### src/rtl/pmf_pkg.sv
// Shared constants and types for the pattern masking filter.
// No dependencies; pmf_core, pmf_burst and the top level import this package.
`timescale 1ns / 1ps

package pmf_pkg;

    localparam int CFG_W = 64;   // widest configuration register
    localparam int IDX_W = 2;    // configuration register index
    localparam int CNT_W = 5;    // byte counts, 0 to 16

    localparam logic [IDX_W-1:0] REG_PATTERN_LOW    = 2'd0;
    localparam logic [IDX_W-1:0] REG_PATTERN_HIGH   = 2'd1;
    localparam logic [IDX_W-1:0] REG_PATTERN_LENGTH = 2'd2;

    localparam logic [7:0] STAR_BYTE = 8'h2A;

    // Load request from the window stage into the output burst buffer
    typedef struct packed {
        logic             load;
        logic [CNT_W-1:0] count;
    } t_burst_ctl;

endpackage

### src/rtl/pmf_in_if.sv
// Input channel of the pattern masking filter: valid/ready plus one stream item.
// Depends on nothing.
`timescale 1ns / 1ps

interface pmf_in_if;
    logic       valid;
    logic       ready;
    logic       kind;
    logic [7:0] data_byte;

    modport source (output valid, output kind, output data_byte, input ready);
    modport sink   (input valid, input kind, input data_byte, output ready);
endinterface

### src/rtl/pmf_out_if.sv
// Output channel of the pattern masking filter: valid/ready plus one result byte.
// Depends on nothing.
`timescale 1ns / 1ps

interface pmf_out_if;
    logic       valid;
    logic       ready;
    logic [7:0] out_byte;
    logic       run_last;

    modport source (output valid, output out_byte, output run_last, input ready);
    modport sink   (input valid, input out_byte, input run_last, output ready);
endinterface

### src/rtl/pmf_core.sv
// Input register, configuration registers, pending byte window and match logic.
// Depends on pmf_pkg and pmf_in_if; feeds the burst buffer in pmf_burst.
`timescale 1ns / 1ps

module pmf_core #(
    parameter int MAX_PATTERN = 16
) (
    input  logic                       i_clk,
    input  logic                       i_rst_n,
    input  logic                       i_cfg_we,
    input  logic [pmf_pkg::IDX_W-1:0]  i_cfg_index,
    input  logic [pmf_pkg::CFG_W-1:0]  i_cfg_data,
    pmf_in_if.sink                     i_in,
    input  logic                       i_burst_free,
    output pmf_pkg::t_burst_ctl        o_ctl,
    output logic [7:0]                 o_bytes [MAX_PATTERN]
);
    import pmf_pkg::*;

    localparam logic [CNT_W-1:0] MAX_LEN = CNT_W'(MAX_PATTERN);

    logic [CFG_W-1:0]   r_pat_low;
    logic [CFG_W-1:0]   r_pat_high;
    logic [CNT_W-1:0]   r_len;

    logic               r_in_valid;
    logic               r_in_kind;
    logic [7:0]         r_in_byte;

    logic [7:0]         r_win [MAX_PATTERN];
    logic [CNT_W-1:0]   r_count;

    logic [7:0]         n_win [MAX_PATTERN];
    logic [CNT_W-1:0]   n_count;
    logic [7:0]         w_ins [MAX_PATTERN];
    logic [7:0]         w_pat [MAX_PATTERN];
    logic [2*CFG_W-1:0] w_pat_all;
    logic [CNT_W-1:0]   w_len;
    logic               w_full;
    logic               w_match;
    logic               w_proc;

    assign w_proc     = r_in_valid && i_burst_free;
    assign i_in.ready = i_rst_n && (!r_in_valid || w_proc);
    assign w_pat_all  = {r_pat_high, r_pat_low};

    // Clamp the programmed length into 1..MAX_PATTERN
    always_comb begin
        w_len = r_len;
        if (r_len == '0) begin
            w_len = CNT_W'(1);
        end else if (r_len > MAX_LEN) begin
            w_len = MAX_LEN;
        end
    end

    assign w_full = (r_count == w_len - CNT_W'(1));

    always_comb begin
        w_match = 1'b1;
        for (int i = 0; i < MAX_PATTERN; i++) begin
            w_pat[i] = w_pat_all[8*i +: 8];
            w_ins[i] = (CNT_W'(i) == r_count) ? r_in_byte : r_win[i];
            if ((CNT_W'(i) < w_len) && (w_ins[i] != w_pat[i])) begin
                w_match = 1'b0;
            end
        end
    end

    always_comb begin
        n_win       = r_win;
        n_count     = r_count;
        o_ctl.load  = 1'b0;
        o_ctl.count = '0;
        for (int i = 0; i < MAX_PATTERN; i++) begin
            o_bytes[i] = r_win[i];
        end
        if (w_proc) begin
            if (r_in_kind) begin
                // end of stream: flush pending bytes as they are
                o_ctl.load  = (r_count != '0);
                o_ctl.count = r_count;
                n_count     = '0;
            end else if (!w_full) begin
                n_win   = w_ins;
                n_count = r_count + CNT_W'(1);
            end else if (w_match) begin
                o_ctl.load  = 1'b1;
                o_ctl.count = w_len;
                for (int i = 0; i < MAX_PATTERN; i++) begin
                    o_bytes[i] = STAR_BYTE;
                end
                n_count = '0;
            end else begin
                // emit the oldest byte and drop it from the window
                o_ctl.load  = 1'b1;
                o_ctl.count = CNT_W'(1);
                o_bytes[0]  = w_ins[0];
                for (int i = 0; i < MAX_PATTERN - 1; i++) begin
                    n_win[i] = w_ins[i+1];
                end
                n_win[MAX_PATTERN-1] = w_ins[MAX_PATTERN-1];
            end
        end
    end

    always_ff @(posedge i_clk) begin
        if (!i_rst_n) begin
            r_pat_low  <= '0;
            r_pat_high <= '0;
            r_len      <= CNT_W'(1);
        end else if (i_cfg_we) begin
            unique case (i_cfg_index)
                REG_PATTERN_LOW:    r_pat_low  <= i_cfg_data;
                REG_PATTERN_HIGH:   r_pat_high <= i_cfg_data;
                REG_PATTERN_LENGTH: r_len      <= i_cfg_data[CNT_W-1:0];
                default: ;
            endcase
        end
    end

    always_ff @(posedge i_clk) begin
        if (!i_rst_n) begin
            r_in_valid <= 1'b0;
            r_count    <= '0;
        end else begin
            if (i_in.valid && i_in.ready) begin
                r_in_valid <= 1'b1;
            end else if (w_proc) begin
                r_in_valid <= 1'b0;
            end
            // a new length discards the pending bytes
            if (i_cfg_we && (i_cfg_index == REG_PATTERN_LENGTH)) begin
                r_count <= '0;
            end else begin
                r_count <= n_count;
            end
        end
    end

    always_ff @(posedge i_clk) begin
        if (i_in.valid && i_in.ready) begin
            r_in_kind <= i_in.kind;
            r_in_byte <= i_in.data_byte;
        end
        r_win <= n_win;
    end

endmodule

### src/rtl/pmf_burst.sv
// Output burst buffer: holds the results of one item and sends them one per transfer.
// Depends on pmf_pkg and pmf_out_if; loaded by pmf_core.
`timescale 1ns / 1ps

module pmf_burst #(
    parameter int MAX_PATTERN = 16
) (
    input  logic                i_clk,
    input  logic                i_rst_n,
    input  pmf_pkg::t_burst_ctl i_ctl,
    input  logic [7:0]          i_bytes [MAX_PATTERN],
    output logic                o_free,
    pmf_out_if.source           o_out
);
    import pmf_pkg::*;

    logic [CNT_W-1:0] r_cnt;
    logic [7:0]       r_bytes [MAX_PATTERN];
    logic             w_xfer;

    assign w_xfer         = o_out.valid && o_out.ready;
    assign o_out.valid    = (r_cnt != '0);
    assign o_out.out_byte = r_bytes[0];
    assign o_out.run_last = (r_cnt == CNT_W'(1));
    // free once empty or while the last result is taken
    assign o_free         = (r_cnt == '0) || (o_out.run_last && o_out.ready);

    always_ff @(posedge i_clk) begin
        if (!i_rst_n) begin
            r_cnt <= '0;
        end else if (i_ctl.load) begin
            r_cnt <= i_ctl.count;
        end else if (w_xfer) begin
            r_cnt <= r_cnt - CNT_W'(1);
        end
    end

    always_ff @(posedge i_clk) begin
        if (i_ctl.load) begin
            r_bytes <= i_bytes;
        end else if (w_xfer) begin
            // advance the next result to the head
            for (int i = 0; i < MAX_PATTERN - 1; i++) begin
                r_bytes[i] <= r_bytes[i+1];
            end
        end
    end

endmodule

### src/rtl/pattern_masking_filter_top.sv
// Pattern masking filter: copies a byte stream and replaces each pattern hit by asterisks.
// Top level: instantiates pmf_core and pmf_burst; uses pmf_pkg, pmf_in_if, pmf_out_if.
//
// Usage:
//   i_in carries items: kind 0 is a stream byte, kind 1 ends the stream and flushes the
//   pending bytes unmasked. o_out carries result bytes; run_last marks the final result
//   of the item that caused them. Items that cause no result produce no transfer.
//   The pattern (two 64-bit words, first byte in the low bits) and its length are
//   written through the i_cfg_* port while the block is idle; a length write empties
//   the window of pending bytes.
//   The first result of an item passes through the input register and then the burst
//   buffer before it appears on o_out.
//   Throughput: one item per cycle while each item yields at most one result and the
//   receiver is ready. An item yielding n results (a masked hit or a flush) holds the
//   burst buffer for n output transfers; the input register keeps the next item meanwhile.
//   Reset (synchronous, active low) empties the window and the buffer, sets the
//   pattern to zero with length one, and holds i_in.ready low.
//   When the receiver stalls, the current result holds and one further item waits in
//   the input register before i_in.ready drops.
`timescale 1ns / 1ps

module pattern_masking_filter_top #(
    parameter int MAX_PATTERN = 16
) (
    input  logic                      i_clk,
    input  logic                      i_rst_n,
    input  logic                      i_cfg_we,
    input  logic [pmf_pkg::IDX_W-1:0] i_cfg_index,
    input  logic [pmf_pkg::CFG_W-1:0] i_cfg_data,
    pmf_in_if.sink                    i_in,
    pmf_out_if.source                 o_out
);
    import pmf_pkg::*;

    t_burst_ctl w_ctl;
    logic [7:0] w_bytes [MAX_PATTERN];
    logic       w_free;

    pmf_core #(
        .MAX_PATTERN (MAX_PATTERN)
    ) u_core (
        .i_clk        (i_clk),
        .i_rst_n      (i_rst_n),
        .i_cfg_we     (i_cfg_we),
        .i_cfg_index  (i_cfg_index),
        .i_cfg_data   (i_cfg_data),
        .i_in         (i_in),
        .i_burst_free (w_free),
        .o_ctl        (w_ctl),
        .o_bytes      (w_bytes)
    );

    pmf_burst #(
        .MAX_PATTERN (MAX_PATTERN)
    ) u_burst (
        .i_clk   (i_clk),
        .i_rst_n (i_rst_n),
        .i_ctl   (w_ctl),
        .i_bytes (w_bytes),
        .o_free  (w_free),
        .o_out   (o_out)
    );

endmodule

### src/flat_wrapper.sv
// flat-port wrapper written by rule: the top's interface ports become plain ports
module pattern_masking_filter_top_flat import pmf_pkg::*;
#(
    parameter int MAX_PATTERN = 16
)
  (i_clk, i_rst_n, i_cfg_we, i_cfg_index, i_cfg_data, i_in_valid, i_in_kind, i_in_data_byte, i_in_ready, o_out_valid, o_out_out_byte, o_out_run_last, o_out_ready);
  pmf_in_if i_in_i ();
  pmf_out_if o_out_i ();
  input  logic i_clk;
  input  logic i_rst_n;
  input  logic i_cfg_we;
  input  logic [pmf_pkg::IDX_W-1:0] i_cfg_index;
  input  logic [pmf_pkg::CFG_W-1:0] i_cfg_data;
  input wire logic [$bits(i_in_i.valid)-1:0] i_in_valid;
  input wire logic [$bits(i_in_i.kind)-1:0] i_in_kind;
  input wire logic [$bits(i_in_i.data_byte)-1:0] i_in_data_byte;
  output wire logic [$bits(i_in_i.ready)-1:0] i_in_ready;
  output wire logic [$bits(o_out_i.valid)-1:0] o_out_valid;
  output wire logic [$bits(o_out_i.out_byte)-1:0] o_out_out_byte;
  output wire logic [$bits(o_out_i.run_last)-1:0] o_out_run_last;
  input wire logic [$bits(o_out_i.ready)-1:0] o_out_ready;
  assign i_in_i.valid = i_in_valid;
  assign i_in_i.kind = i_in_kind;
  assign i_in_i.data_byte = i_in_data_byte;
  assign i_in_ready = i_in_i.ready;
  assign o_out_valid = o_out_i.valid;
  assign o_out_out_byte = o_out_i.out_byte;
  assign o_out_run_last = o_out_i.run_last;
  assign o_out_i.ready = o_out_ready;
  pattern_masking_filter_top #(.MAX_PATTERN(MAX_PATTERN)) u_core (.i_clk(i_clk), .i_rst_n(i_rst_n), .i_cfg_we(i_cfg_we), .i_cfg_index(i_cfg_index), .i_cfg_data(i_cfg_data), .i_in(i_in_i), .o_out(o_out_i));
endmodule
### config.mk
export PLATFORM = sky130hd
export DESIGN_NAME = pattern_masking_filter_top_flat
export DESIGN_NICKNAME = d
export VERILOG_FILES = /design/src/rtl/pmf_pkg.sv /design/src/rtl/pmf_in_if.sv /design/src/rtl/pmf_out_if.sv /design/src/rtl/pmf_core.sv /design/src/rtl/pmf_burst.sv /design/src/rtl/pattern_masking_filter_top.sv /design/src/flat_wrapper.sv
export SDC_FILE = /design/constraint.sdc
export NUM_CORES = 1
export LEC_CHECK = 0
export CORE_ASPECT_RATIO = 1.1
export CORE_MARGIN = 2
export CORE_UTILIZATION = 40
export CTS_BUF_LIST = sky130_fd_sc_hd__clkbuf_8
export CTS_CLUSTER_SIZE = 20
export DETAILED_ROUTE_END_ITERATION = 10
export DONT_BUFFER_PORTS = 1
export HOLD_SLACK_MARGIN = 0.12
export MAX_ROUTING_LAYER = met4
export PLACE_DENSITY = 0.64
export SETUP_SLACK_MARGIN = 0.05
export SLEW_MARGIN = 10
export SYNTH_ARGS = -nofsm -noshare
export SYNTH_HDL_FRONTEND = slang
export SYNTH_SLANG_ARGS = --single-unit
### constraint.sdc
create_clock -name i_clk -period 16.8 [get_ports i_clk]
set_clock_uncertainty 0.2 [all_clocks]
set_input_delay 3.36 -clock i_clk [delete_from_list [all_inputs] [get_ports i_clk]]
set_output_delay 3.36 -clock i_clk [all_outputs]
set_load 0.02 [all_outputs]
* After elaboration in Yosys (flattened, before gate mapping)
Index checks and enable logic that the tools add are counted.
Widths: inputs -> output; s select.
** Operators by class
- $add $sub $neg :: 3
- Multiply operators :: 0
- Divide/modulo/power cells :: 0
- Magnitude comparators :: 17
- Equal/unequal tests :: 37
- Shifts and indexed selects :: 0
- Multiplexer cells :: 54
- Bitwise gates (word level) :: 2
- Reductions and logical operators :: 39
** Operator list (count)
- $mux 128 :: 5
- $mux 120 :: 3
- $mux 8 :: 17
- $ne 8x8->1 :: 16
- $eq 4x5->1 const A :: 8
- $lt 4x5->1 const A :: 8
- $mux 5 :: 8
- $logic_and 1x1->1 :: 22
- $eq 3x5->1 const A :: 4
- $lt 3x5->1 const A :: 4
- $mux 1 :: 18
- $mux 6 :: 3
- $logic_not 5->1 :: 3
- $eq 2x5->1 const A :: 2
- $lt 1x5->1 const A :: 2
- $lt 2x5->1 const A :: 2
- $reduce_bool 5->1 :: 2
- $sub 5x1->5 const B :: 2
- $reduce_and 2->1 :: 4
- $add 5x1->5 const B :: 1
- $eq 1x5->1 const A :: 1
- $eq 5x1->1 const B :: 1
- $eq 5x5->1 :: 1
- $gt 5x5->1 const B :: 1
- 11 further kinds :: 14
** Storage, ports and cells
- Register bits :: 409
- Bits in latches :: 0
- Memory bits (writable) :: 0
- Memory bits (read-only) :: 0
- Output and inout port bits :: 11
- Logic and storage cells :: 192
- Memories kept :: 0

* Logic depth before layout (Yosys ltp)
Gate-level depths: netlist of run 1.
- Depth after elaboration :: 26
- Gate-level depth with buffers :: 17

* Hierarchy
Synthesis of run 1 repeated with hierarchy kept, for this count alone.
** Second synthesis, totals
- Cell total of the unflattened synthesis :: 2328
- Area, all modules :: 22283.9 µm²
** By module, submodules not included
- pmf_core :: times used 1, cells each 2016, area an instance 16625.9 µm², sequential area each 6896.6 µm²
- pmf_burst :: times used 1, cells each 312, area an instance 5657.9 µm², sequential area each 3943.8 µm²

* Least setup slack after synthesis of run 1
Ideal clock, no wire load.
- Kind :: input to register
- Start :: in o_out_ready
- End :: reg u_core.u_core.r_win[0] (netlist bit), enable pin
- Library setup time :: 0.805 ns
- Arrival time :: 13.099 ns
- Required time :: 15.795 ns
- Path slack :: 2.696 ns
- Stages on the path :: 3
- Path through :: a21boi_0 -> nand2b_1 -> a211oi_1
** Between the ends
- Word-level cells in the longest chain between the ends :: 4
** Ends and longest elaborated chain
- start, declared :: RTL line flat_wrapper.sv:21 : input wire logic [$bits(o_out_i.ready)-1:0] o_out_ready;
- $logic_and 1x1->1 :: RTL line pmf_burst.sv:26 : assign o_free = (r_cnt == '0) || (o_out.run_last && o_out.ready);
- $logic_or 1x1->1 :: RTL line pmf_burst.sv:26
- $logic_and 1x1->1 :: RTL line pmf_core.sv:43 : assign w_proc = r_in_valid && i_burst_free;
- $reduce_and 3->1 (no source line)
- end signal, assigned :: RTL line pmf_core.sv:146 : r_win <= n_win;
- end, declared :: RTL line pmf_core.sv:30 : logic [7:0] r_win [MAX_PATTERN];
Every way passes these cells.
A chain may end at the register's enable or synchronous reset.

* Worst setup path in the final report of run 1
- Start :: in o_out_ready
- End :: out i_in_ready
** Between the ends
- Word-level cells in the longest chain between the ends :: 5
** Ends and longest elaborated chain
- $logic_and 1x1->1 :: RTL line pmf_burst.sv:26
- $logic_or 1x1->1 :: RTL line pmf_burst.sv:26
- $logic_and 1x1->1 :: RTL line pmf_core.sv:43
- $logic_or 1x1->1 :: RTL line pmf_core.sv:44 : assign i_in.ready = i_rst_n && (!r_in_valid || w_proc);
- $logic_and 1x1->1 :: RTL line pmf_core.sv:44
- end, declared :: RTL line flat_wrapper.sv:17 : output wire logic [$bits(i_in_i.ready)-1:0] i_in_ready;
Every way passes these cells.

==> results.md, run 1 <==
* Status: finished, final reports clean
* PD cells at between 100 and 150 nW/um2
* Cell taking the most area after synthesis: edfxtp_1
* FMAX at about 130 MHz
* Yosys top cell area share at 0.375
* Total track usage at 0.273
* Final worst-path cycle share at 0.458
* GP Congestion at roughly 0.94
* Unrepaired setup endpoints after global routing: false
* CORE AREA at 52400 um2
* Critical path depth at 2
* Setup CP Type: in -> out
* Die H at 246 um
* Largest net degree at the start of global routing at ~150
* Routed len/inst at 25.4 um
* Initial Util at 0.405
* Mapped Area at around 21000 um2
* Worst VDD drop at 0.0618 mV
* Crit end category: output port
* CTS-repair resized insts at 0
* Top post-synthesis cells by area: edfxtp_1 37%, dfxtp_1 14%, nand2_1 7.0%
* Number of flops mapped to enable cells by yosys at about 270
* Crit path DAT at approximately 4100 ps
* Total gr overflow at 0
* Minimum clock period at 7700 ps
* Unique masters post-synth at 75
* Initial antenna violation count at 2
* Htree depth at 3
* Clk Latency, worst-skew pair at 680 ps
* CP delay by family, top: compound AO/OA/AOI/OAI gates
* Rel. slew slack at 0.169
* DR vias/cell at 6.17
* Number of global-route vias before repair at around 17000
* Setup TNS at 0 ps
* Fillcell total at 4990
* CTS max path bufs at 3
* Reg2reg start: u_core.u_core.r_count[1]
* Critical path data required time at around 13000 ps
* Area growth from synthesis to layout at 8.69%
* Min-delay worst type: reg -> reg
* Setup ws final at approximately 9100 ps
* Total CTS buffers at 69
* Reg2Reg Setup Slack at slightly above 10000 ps
* Layout cells sized above 1 at 0.0695
* CTS Root Cell: clkbuf_8
* CTS tree: done
* Worst path cell trace: a21boi_0, a21boi_0
* Slew @ Worst Pin at approximately 1200 ps
* Router iterations before antenna repair at 6
* Leakage at slightly below 8 nW
* Detailed Route Iter0 Violations at between 2000 and 2500
* Hold Path Stages at 2
* Crit path max-delay cell type: a21boi_0
* Sequential area share after synthesis at 0.511
* IO Port Bufs at 0
* Cell Area, Placed at 21700 um2
* Postcts setup bufs at 0
* CP max FO at 6
* CTS clock-pin slew for the worst setup and hold paths at roughly 60 ps
* Placement Setup Slack at around 9000 ps
* Synth Warn # at 0
* Setup violators final at 0
* Post-DP HPWL at 48400 um
* Final ANT Viol Nets at 0
* Fin. Hold Viols at 0
* Buf/Inv on CP at 0
* Die area at 54900 um2
* Post-synth net total at 2330
* Worst R2R Path Depth at 13
* Hold buffer count at CTS at 0
* Num rows at between 80 and 90
* First-pass GRT wire length at 109000 um
* Clock Sinks at between 400 and 500
* Synth cell count leaders: 395 x nand2_1, 266 x nor2_1, 265 x edfxtp_1
* Post-route cell area at between 20000 and 25000 um2
* Crit path to: i_in_ready
* Via count at 18000
* Flip-flop and latch count after synthesis at 409
* Die width at roughly 220 um
* Fraction of registers with async set/reset at 0
* Final WL at approximately 74000 um
* Reg-to-reg endpoint: u_core.u_core.r_win[90]
* DRC viols at 0
* Crit path from: o_out_ready
* Max_cap viols at 0
* Startpoint Class: input pin
* Fin. max-slew vios at 0
* Post-Syn Instances at between 2000 and 2500
* Top FF cell, synth: edfxtp_1
* Cell mode on critical path: a21boi_0
* CP max stage delay at ~660 ps
* Count leader, synth: nand2_1
* # IOs at 91
* NumNets Final at about 2300
* Syn Area/Cell at 9.48 um2
## kinds of logic after synthesis
group / Yosys count / synth area share
simple gates: 834 / 0.174
compound gates: 613 / 0.204
flops: 409 / 0.511
buf+inv: 240 / 0.0464
xor+xnor: 71 / 0.0293
mux: 65 / 0.0308
fa+ha+maj: 9 / 0.00530
## stage by stage
| step | hold WS [ps] | power [mW] | util | std cells |
|---|---|---|---|---|
| global placement | 264 | 1.92 | 0.415 | 2797 |
| finish | 277 | 2.81 | 0.440 | 2923 |
| CTS | 278 | 2.81 | 0.440 | 2921 |
| detailed placement | 269 | 1.93 | 0.415 | 2797 |
| global route | 301 | 2.91 | 0.440 | 2923 |
| floorplan | 254 | 1.78 | - | 2241 |
## worst min path at each step
stage / to / slack, ps / start
3_5_place_dp: u_core.u_core.r_pat_low[1] / 270 / u_core.u_core.r_pat_low[1]
2_1_floorplan: u_core.u_core.r_pat_high[26] / 250 / u_core.u_core.r_pat_high[26]
4_1_cts: u_core.u_core.r_pat_low[1] / 280 / u_core.u_core.r_pat_low[1]
6_report: u_core.u_core.r_pat_low[1] / 280 / u_core.u_core.r_pat_low[1]
3_3_place_gp: u_core.u_core.r_pat_high[39] / 260 / u_core.u_core.r_pat_high[39]
5_1_grt: u_core.u_core.r_pat_high[34] / 300 / u_core.u_core.r_pat_high[34]
## placed cells by master, fill, tap and decap left out, types with 6 or more instances in the layout
cell       instances
inv_1            107
nand2b_1          14
o21ai_0           42
mux2i_1           62
xor2_1            41
ha_1               9
o31ai_1            8
xnor2_1           30
a21oi_1           69
nand2_1          394
o221ai_1          11
nor3_1            14
edfxtp_1         265
a2111oi_0          9
o22a_1            35
o21ai_1           10
dfxtp_1          144
nor4_1            14
nor2_1           266
nand4_1           10
a31oi_1           14
a21boi_0         133
clkinv_1          13
clkbuf_8          87
a222oi_1           7
buf_4             33
a211oi_1           8
nand3_1           18
nand4bb_1          8
o211ai_1          11
nor2b_1           34
o22ai_1          147
a221oi_1          11
a22o_1            53
and3_1             6
and2_1            10
## layout make-up
class / count / area (um2) / share of cell area
diodes: 2 / 5.00 / 0.000217
clock buffers: 87 / 1200 / 0.0519
clock inverters: 37 / 146 / 0.00634
inverters: 88 / 330 / 0.0143
multi-input cells: 1592 / 9470 / 0.410
flip-flops and latches: 409 / 10800 / 0.470
well taps: 675 / 845 / 0.0366
repair buffers: 33 / 248 / 0.0107
## sequential cells by signal, indices dropped and copies added (netlist names), 5 cells and up
signal                         flops
u_core.u_core.r_len                5
u_core.u_core.r_win              128
u_core.u_core.r_pat_low           64
u_core.u_core.r_pat_high          64
u_core.u_burst.r_cnt               5
u_core.u_burst.o_out.out_byte      8
u_core.u_core.r_in_byte            8
u_core.u_core.r_count              5
u_core.u_burst.r_bytes           120
## power breakdown
group / internal (mW) / leakage (nW) / switching [mW] / total, mW
combinational: 0.171 / 3.82 / 0.353 / 0.524
clock: 0.464 / 0.779 / 0.419 / 0.883
sequential: 1.29 / 3.34 / 0.108 / 1.40
total: 1.93 / 7.94 / 0.881 / 2.81
## layer usage
layer  routed length (um)  share of wire  GRT usage
met5                    0              0          -
met4                 3920          0.053      0.145
met3                 7670           0.10     0.0618
met2                33900           0.46      0.422
met1                28600           0.39      0.335
Note: power is estimated with default switching activity, not from simulation.
==> inputs of run 2 (changes only) <==
--- a/config.mk
+++ b/config.mk
@@ -14,7 +14,7 @@
 export DONT_BUFFER_PORTS = 1
 export HOLD_SLACK_MARGIN = 0.12
 export MAX_ROUTING_LAYER = met4
-export PLACE_DENSITY = 0.64
+export PLACE_DENSITY = 0.66
 export SETUP_SLACK_MARGIN = 0.05
 export SLEW_MARGIN = 10
 export SYNTH_ARGS = -nofsm -noshare
==> constraint.sdc (replaced) <==
create_clock -name i_clk -period 6.7 [get_ports i_clk]
set_clock_uncertainty 0.2 [all_clocks]
set_input_delay 1.34 -clock i_clk [delete_from_list [all_inputs] [get_ports i_clk]]
set_output_delay 1.34 -clock i_clk [all_outputs]
set_load 0.02 [all_outputs]
==> run 2 against run 1 <==
  * Clock power grew to 2.6 times the previous value
  * Critical path depth is 11 higher
  * Clock-buffer cell count is 1 lower
  * Setup slack worse by 8100 ps
  * Design area is 0.68% higher
  * Critical endpoint is now u_core.u_burst.r_bytes[24]
  * First-iteration DRC count is 3.5% lower
  * Via count is 0.32% higher
  * Highest routed layer unchanged
==> results.md, run 2 (synthesis results as in run 1) <==
* Hold buffer count at CTS at 0
* Total CTS buffers at 72
* Initial Util at 0.405
* Minimum clock period at ~5700 ps
* Max reg flops at 128
* Worst path cell trace: buf_4, nand4bb_1, mux2i_1, o221ai_1, a2111oi_0, buf_4, nand2_1, o32ai_1, nand4_1, nor3_4, o21a_2, buf_4, o21ai_0
* Cell total after placement at 2809
* IO Port Bufs at 0
* DR WL met2 at 34400 um
* Final WL at between 70000 and 80000 um
* Fin. max-slew vios at 0
* Buf/Inv on CP at 3
* Number of global-route vias before repair at roughly 17000
* Die width at between 200 and 250 um
* Cell mode on critical path: buf_4
* CTS tree: done
* Router iterations before antenna repair at 6
* Crit end category: register
* Fillcell total at roughly 5000
* Setup violators final at 0
* Worst VDD drop at about 0.18 mV
* Unrepaired setup endpoints after global routing: false
* Fin cells at ~3000
* Postcts setup bufs at 0
* Clk Latency, worst-skew pair at 680 ps
* CORE AREA at approximately 52000 um2
* Routed len/inst at 25.7 um
* Htree depth at 3
* Total track usage at 0.280
* # IOs at roughly 90
* CTS-repair resized insts at 0
* Most frequent cells in the layout: 394 x nand2_1, 266 x nor2_1, 265 x edfxtp_1
* CP max stage delay at 1000 ps
* WL met1 at approximately 30000 um
* PD cells at a little over 300 nW/um2
* DR vias/cell at around 6
* Area growth from synthesis to layout at 9.43%
* Met3 wire len at 7790 um
* Num rows at 88
* Largest net degree at the start of global routing at 145
* Most flops, register: u_core.u_core.r_win
* Layout cells sized above 1 at 0.0777
* CTS Root Cell: clkbuf_8
* Rel. slew slack at 0.196
* Leakage at about 8 nW
* Initial antenna violation count at 3
* Min-delay worst type: reg -> reg
* Status: finished, final reports clean
* Detailed Route Iter0 Violations at a little over 2000
* NumNets Final at between 2000 and 2500
* Final ANT Viol Nets at 0
* Crit path max-delay cell type: a2111oi_0
* GP Congestion at roughly 0.93
* Startpoint Class: register
* Leading registers by flop count: u_core.u_core.r_win: 128 flops, u_core.u_burst.r_bytes: 120 flops
* Pwr Total at 7.12 mW
* Max_cap viols at 0
* CTS max path bufs at 3
* Die H at 246 um
* Total gr overflow at 0
* Setup CP Type: reg -> reg
* Post-route cell area at about 23000 um2
* Post-DP HPWL at between 50000 and 60000 um
* CP delay by family, top: compound AO/OA/AOI/OAI gates
* CTS clock-pin slew for the worst setup and hold paths at roughly 60 ps
* Fin. Hold Viols at 0
* DRC viols at 0
* FMAX at between 150 and 200 MHz
* Cell Area, Placed at 21800 um2
* Clock Sinks at roughly 400
* Via count at approximately 18000
* DR top layer: met4
* Setup TNS at 0 ps
* Commonest non-fill, non-tap cell in the layout: nand2_1
* Crit path DAT at ~6000 ps
* Slew @ Worst Pin at 1210 ps
* Critical path data required time at between 6000 and 7000 ps
* First-pass GRT wire length at 112000 um
* CP max FO at 28
* Die area at 54900 um2
* Final worst-path cycle share at 0.854
run 2: changes by cell type in the layout (fill, tap and decap cells not counted), sizes merged:
cell / before / now
inv: 108 / 117
clkbuf: 87 / 86
buf: 33 / 45
run 2: worst min-delay path: cells and delay by family (launching register included):
family,cells,cell delay [ps]
flip-flops,1,310
AO/OA/AOI/OAI,1,60
AND/OR/NAND/NOR,1,50
run 2: final timing paths:
| path | start | end | slack (ps) | cells past startpoint |
|---|---|---|---|---|
| max | u_core.u_core.r_count[2] | u_core.u_burst.r_bytes[24] | 980 | 13 |
| min | u_core.u_core.r_pat_high[50] | u_core.u_core.r_pat_high[50] | 280 | 2 |
| max reg2reg | u_core.u_core.r_count[2] | u_core.u_burst.r_bytes[24] | 980 | 13 |
| min reg2reg | u_core.u_core.r_pat_high[50] | u_core.u_core.r_pat_high[50] | 280 | 2 |
run 2: report_power, final:
| part | internal (mW) | switching, mW |
|---|---|---|
| Clock | 1.17 | 1.10 |
| Sequential | 3.24 | 0.282 |
| Combinational | 0.442 | 0.887 |
| Total | 4.85 | 2.26 |
run 2: area by class of cell:
class | count | area [um2] | share of cell area
antenna | 2 | 5.00 | 0.000215
multi-input combinational | 1592 | 9470 | 0.408
clock inverter | 46 | 210 | 0.00905
clock buffer | 86 | 1180 | 0.0509
tap | 675 | 845 | 0.0363
timing repair buffer | 45 | 350 | 0.0151
inverter | 88 | 330 | 0.0142
sequential | 409 | 10800 | 0.467
run 2: routing by layer:
metal  GRT usage  vias to the layer above
met5           -                        -
met4       0.117                        0
met3      0.0619                      223
met2       0.435                     1101
met1       0.355                     8715
li1            -                     8067
run 2: metrics by stage:
step | setup WS, ps | hold slack, ps | utilization
3_3_place_gp | 1220 | 264 | 0.417
5_1_grt | 771 | 303 | 0.443
2_1_floorplan | 82.3 | 254 | -
3_5_place_dp | 1170 | 271 | 0.417
4_1_cts | 1150 | 278 | 0.443
6_report | 977 | 275 | 0.443
